### src/sv/tlbp_ram.sv
// Single-port-write, single-port-read synchronous memory with a registered read.
// Stand-alone; holds the counter table and the local history table.
module tlbp_ram #(
    parameter int AddrBits = 8,
    parameter int DataBits = 2
) (
    input  logic                i_clk,
    input  logic                i_we,
    input  logic [AddrBits-1:0] i_waddr,
    input  logic [DataBits-1:0] i_wdata,
    input  logic                i_re,
    input  logic [AddrBits-1:0] i_raddr,
    output logic [DataBits-1:0] o_rdata
);

    logic [DataBits-1:0] mem [2**AddrBits];
    logic [DataBits-1:0] r_rdata;

    always_ff @(posedge i_clk) begin
        if (i_we) begin
            mem[i_waddr] <= i_wdata;
        end
    end

    // Read data holds until the next read.
    always_ff @(posedge i_clk) begin
        if (i_re) begin
            r_rdata <= mem[i_raddr];
        end
    end

    assign o_rdata = r_rdata;

endmodule

### config.mk
export PLATFORM = sky130hd
export DESIGN_NAME = tlbp_ram
export DESIGN_NICKNAME = d
export VERILOG_FILES = /design/src/sv/tlbp_ram.sv
export SDC_FILE = /design/constraint.sdc
export NUM_CORES = 1
export LEC_CHECK = 0
export BUFFER_PORTS_ARGS = -buffer_cell sky130_fd_sc_hd__buf_2
export CORE_MARGIN = 2
export CORE_UTILIZATION = 25
export CTS_CLUSTER_SIZE = 8
export DETAILED_ROUTE_END_ITERATION = 6
export PLACE_DENSITY_LB_ADDON = 0.25
export RECOVER_POWER = 50
export SETUP_SLACK_MARGIN = 0.2
export SYNTH_ARGS = -nofsm -noshare
export SYNTH_HDL_FRONTEND = slang
export SYNTH_SLANG_ARGS = --single-unit
### constraint.sdc
create_clock -name i_clk -period 2.2 [get_ports i_clk]
set_input_delay 0.11 -clock i_clk [delete_from_list [all_inputs] [get_ports i_clk]]
set_output_delay 0.11 -clock i_clk [all_outputs]
set_load 0.03 [all_outputs]
* Yosys cells after proc, flatten, opt, wreduce, memory -nomap -nowiden
Memory sizes are Yosys's and may differ from the RTL's. A register that Yosys moved wholly into a read port is not among the register bits.
Index checks and enable logic that the tools add are counted.
Widths: inputs -> output; s select.
** Word-level totals
- RAM bits :: 512
- Memories kept :: 1
- Output and inout port bits :: 2
- Bits in registers :: 0
- Word-level logic and storage cells :: 3
** Memory list
- mem :: depth 256, bits a word 2, read ports 1, clocked after Yosys merged registers in 1, wr ports 1, line 16 : logic [DataBits-1:0] mem [2**AddrBits];
** Operators by class
- Muxes and demuxes :: 2
** Operators with widths (number)
- $mux 1 :: 2

* Depth between registers and ports, before layout
- Depth after elaboration :: 2
- Gate-level depth with buffers :: 11

* Least setup slack after synthesis
No wires, ideal clock.
- Kind :: input port to flip-flop
- Start point :: in i_raddr[0]
- End point :: reg r_rdata[0], in the netlist o_rdata[0], read port of mem (data pin)
- Slack :: 0.189 ns
- Stages on the path :: 8
- Arrival time :: 1.745 ns
- Cell sequence :: buf_6 > buf_4 > buf_4 > mux4_2 > a22oi_1 > nand3_1 > a32oi_1 > a211oi_2
** RTL lines
- from (decl) :: line 12 : input logic [AddrBits-1:0] i_raddr,
- to (decl) :: line 17 : logic [DataBits-1:0] r_rdata;

==> flow_metrics.env <==
export IMPL_outcome="finished, violations left"
export IMPL_violations="capacitance limit, slew limit"
export IMPL_syn_inst=1242
export IMPL_yosysUniqueCellTypes=50
export IMPL_synthesis_area_um2=21400
export IMPL_yosysWarnings=0
export IMPL_ctsRootBufferMaster="clkbuf_16"
export IMPL_worstPathCellList="mux4_2 > a22o_1 > a211oi_2 > o21ai_1 > a31oi_1 > buf_4 > a211oi_2"
export IMPL_end_kind="flop"
export IMPL_io_pins=23
export IMPL_cts_made_buffers=74
export IMPL_clk_pin_slew_ps=50
export IMPL_fp_row_count=107
export IMPL_max_freq_mhz=465
export IMPL_power_density_nw_per_um2=865
export IMPL_drtIter0Drc=1107
export IMPL_fin_hold_ws_ps=125
export IMPL_nNetsFinal=1402
export IMPL_cap_viol_max_count=2
export IMPL_syn_to_final_growth_pct=19.8
export IMPL_syn_avg_cell_area_um2=17.2
export IMPL_reg2reg_slack_ps=50
export IMPL_finalSetupTns_ps=0
export IMPL_critPathTopFamily="compound AO/OA/AOI/OAI gates"
export IMPL_drc=0
export IMPL_post_drt_wl_per_cell_um=23.6
export IMPL_drive_above_1_share_pct=24.2
export IMPL_grtUsageTotal_pct=13.8
export IMPL_first_pass_iters=5
export IMPL_cpMaxStageDelayCell="mux4_2"
export IMPL_grt_pass1_vias=12581
export IMPL_ys_ff_latch=514
export IMPL_cp_max_fo=1
export IMPL_wirelength_mm=59.7
export IMPL_leakagePower_nw=7.99
export IMPL_postLayoutCoreUtil_pct=30.2
export IMPL_synth_edf_count=514
export IMPL_clock_sinks=514
export IMPL_r2r_cells=7
export IMPL_crit_arrival_ps=2490
export IMPL_synth_ff_type="edfxtp_1"
export IMPL_post_cts_buffers=0
export IMPL_fp_dieW_um=297
export IMPL_dp_slack_ps=-478
export IMPL_num_vias=11946
export IMPL_antenna_found_initial=3
export IMPL_whs_path_depth=3
export IMPL_dp_hpwl_mm=37.6
export IMPL_hold_class="input port to flop"
export IMPL_io_buffers=22
export IMPL_ant_nets=0
export IMPL_r2r_start="mem[178][0]"
export IMPL_start_kind="flop"
export IMPL_slew_headroom_pct=-36.4
export IMPL_cts_buffer_depth=3
export IMPL_cts_tree="yes"
export IMPL_min_period_ps=2150
export IMPL_grt_max_degree=102
export IMPL_die_h_um=297
export IMPL_period_share_pct=97.7
export IMPL_grt_overflow=0
export IMPL_async_reset_ff_share_pct=0
export IMPL_grt_setup_unrepaired="true"
export IMPL_initial_core_util_pct=25.2
export IMPL_crit_buf_inv=1
export IMPL_worst_pin_slew_ps=2050
export IMPL_fin_skew_ps=25.7
export IMPL_n_fill_cell=8380
export IMPL_hold_path_end="mem[158][0]"
export IMPL_cpMostUsedCell="a211oi_2"
export IMPL_finalHoldViolations=0
export IMPL_power_mw=22.2
export IMPL_ir_drop_uv=427
export IMPL_yosysSeqAreaShare_pct=72.1
export IMPL_core_area_um2=85000
export IMPL_place_gp_congestion=0.778
export IMPL_cts_max_level=3
export IMPL_layout_setup_ws_ps=51.1
export IMPL_critical_path_class="flop to flop"
export IMPL_cp_slowest_stage_delay_ps=460
export IMPL_syn_num_nets=1263
export IMPL_via_per_inst=4.71
export IMPL_clk_latency_ps=610
export IMPL_grt_pass1_wl_mm=86.8
export IMPL_hp_start="i_waddr[3]"
export IMPL_r2r_end="o_rdata[0]"
export IMPL_drv_slew=145
export IMPL_cp_required_ps=2540
export IMPL_die_area_um2=88000
export IMPL_report_final_setup_viol=0
==> per-layer routing <==
metal | part of all wire [%] | vias to the layer above | global-route usage (%) | wire, µm
li1 | - | 5159 | - | -
met1 | 46 | 6313 | 19.6 | 27200
met2 | 46 | 379 | 21.3 | 27200
met3 | 6.4 | 95 | 2.82 | 3820
met4 | 2.5 | 0 | 4.25 | 1480
met5 | 0 | - | 0 | 0
==> through the flow <==
step / area, µm² / cells
final: 25600 / 2535
after global routing: 25600 / 2532
after CTS: 25700 / 2532
after detailed placement: 23700 / 2447
after global placement: 23700 / 2447
after floorplan: 21400 / 1242
==> what timing repair did <==
item	4_1_cts	5_1_grt
endpoints found under the hold margin	39	0
hold buffers	2	0
pin swaps	14	2
endpoints found under the setup margin	2	2
resized for setup	18	5
==> power by group <==
group | leakage, nW | internal, mW | switching [mW]
combinational | 2.40 | 0.495 | 0.792
sequential | 4.62 | 10.8 | 0.00937
clock | 0.968 | 6.08 | 3.98
total | 7.99 | 17.4 | 4.78
==> how the worst max path moves through the flow <==
stage	endpoint	depth (start not counted)	slack (ps)	from
6_report	o_rdata[0]	7	50	mem[178][0]
5_1_grt	o_rdata[0]	7	20	mem[99][0]
4_1_cts	o_rdata[0]	7	60	mem[178][0]
3_5_place_dp	o_rdata[0]	9	-480	i_raddr[0]
3_3_place_gp	o_rdata[0]	9	-430	i_raddr[0]
2_1_floorplan	o_rdata[0]	7	210	i_raddr[0]
==> state kept, by name, summed over array words and instances, names as in the netlist <==
name     count
mem        512
o_rdata      2
==> cell usage in the layout (no fill, tap or decap), types with 3 or more instances in the layout <==
master,count
o21ai_1,8
nor2_1,268
nand4_1,9
mux4_1,18
a21oi_1,9
clkbuf_16,76
nor2b_1,10
diode_2,3
clkbuf_2,5
buf_2,15
mux4_2,84
o22ai_1,6
o221ai_1,16
o31ai_1,3
nand2_1,29
nand3_1,27
a211oi_2,5
inv_6,3
o21ai_0,7
buf_12,20
clkbuf_1,10
a211oi_1,5
mux2i_1,61
a221oi_1,7
inv_1,4
edfxtp_1,514
clkbuf_4,3
mux2_2,8
a22oi_1,4
a2111oi_0,4
a22o_1,8
buf_4,97
==> area by class of cell <==
type / instances / area (µm²) / share of cell area (%)
multi-input combinational: 632 / 5430 / 21.2
tap: 1144 / 1430 / 5.58
timing repair buffer: 153 / 1330 / 5.19
clock inverter: 6 / 70.1 / 0.273
sequential: 514 / 15400 / 60.2
inverter: 6 / 22.5 / 0.0879
antenna: 3 / 7.51 / 0.0293
clock buffer: 77 / 1910 / 7.43
==> tightest hold or removal path, stage by stage <==
cell and delay, ps:
buf_2 170, nand3_1 170, nor2_1 80
==> synthesized netlist by cell type, drive strengths merged, types with 2 or more instances <==
master / count / area (µm²)
a2111oi: 8 / 82.6
a211oi: 11 / 87.6
a21oi: 9 / 45.0
a221o: 2 / 20.0
a221oi: 7 / 61.3
a222oi: 2 / 20.0
a22o: 8 / 70.1
a22oi: 4 / 30.0
a31o: 2 / 17.5
a31oi: 2 / 12.5
and2: 3 / 18.8
and2b: 2 / 15.0
buf: 34 / 375
clkbuf: 55 / 214
edfxtp: 514 / 15400
inv: 6 / 22.5
mux2: 8 / 90.1
mux2i: 61 / 611
mux4: 102 / 2370
nand2: 29 / 109
nand2b: 2 / 12.5
nand3: 27 / 135
nand4: 9 / 56.3
nor2: 268 / 1010
nor2b: 11 / 68.8
o211ai: 2 / 15.0
o21ai: 17 / 85.1
o221ai: 16 / 140
o22ai: 8 / 56.3
o2bb2ai: 2 / 17.5
o31ai: 4 / 30.0
==> logic make-up (layout without fill, tap and decap cells) <==
kind of cell,Yosys count,count (layout),synth area share (%)
DFF,514,514,72.1
other,0,3,0
and+or+nand+nor,354,354,6.75
muxes,171,171,14.4
buffers and inverters,96,242,2.92
AOI/OAI and AO/OA,107,107,3.85
Power figures use the tool's default switching activity.
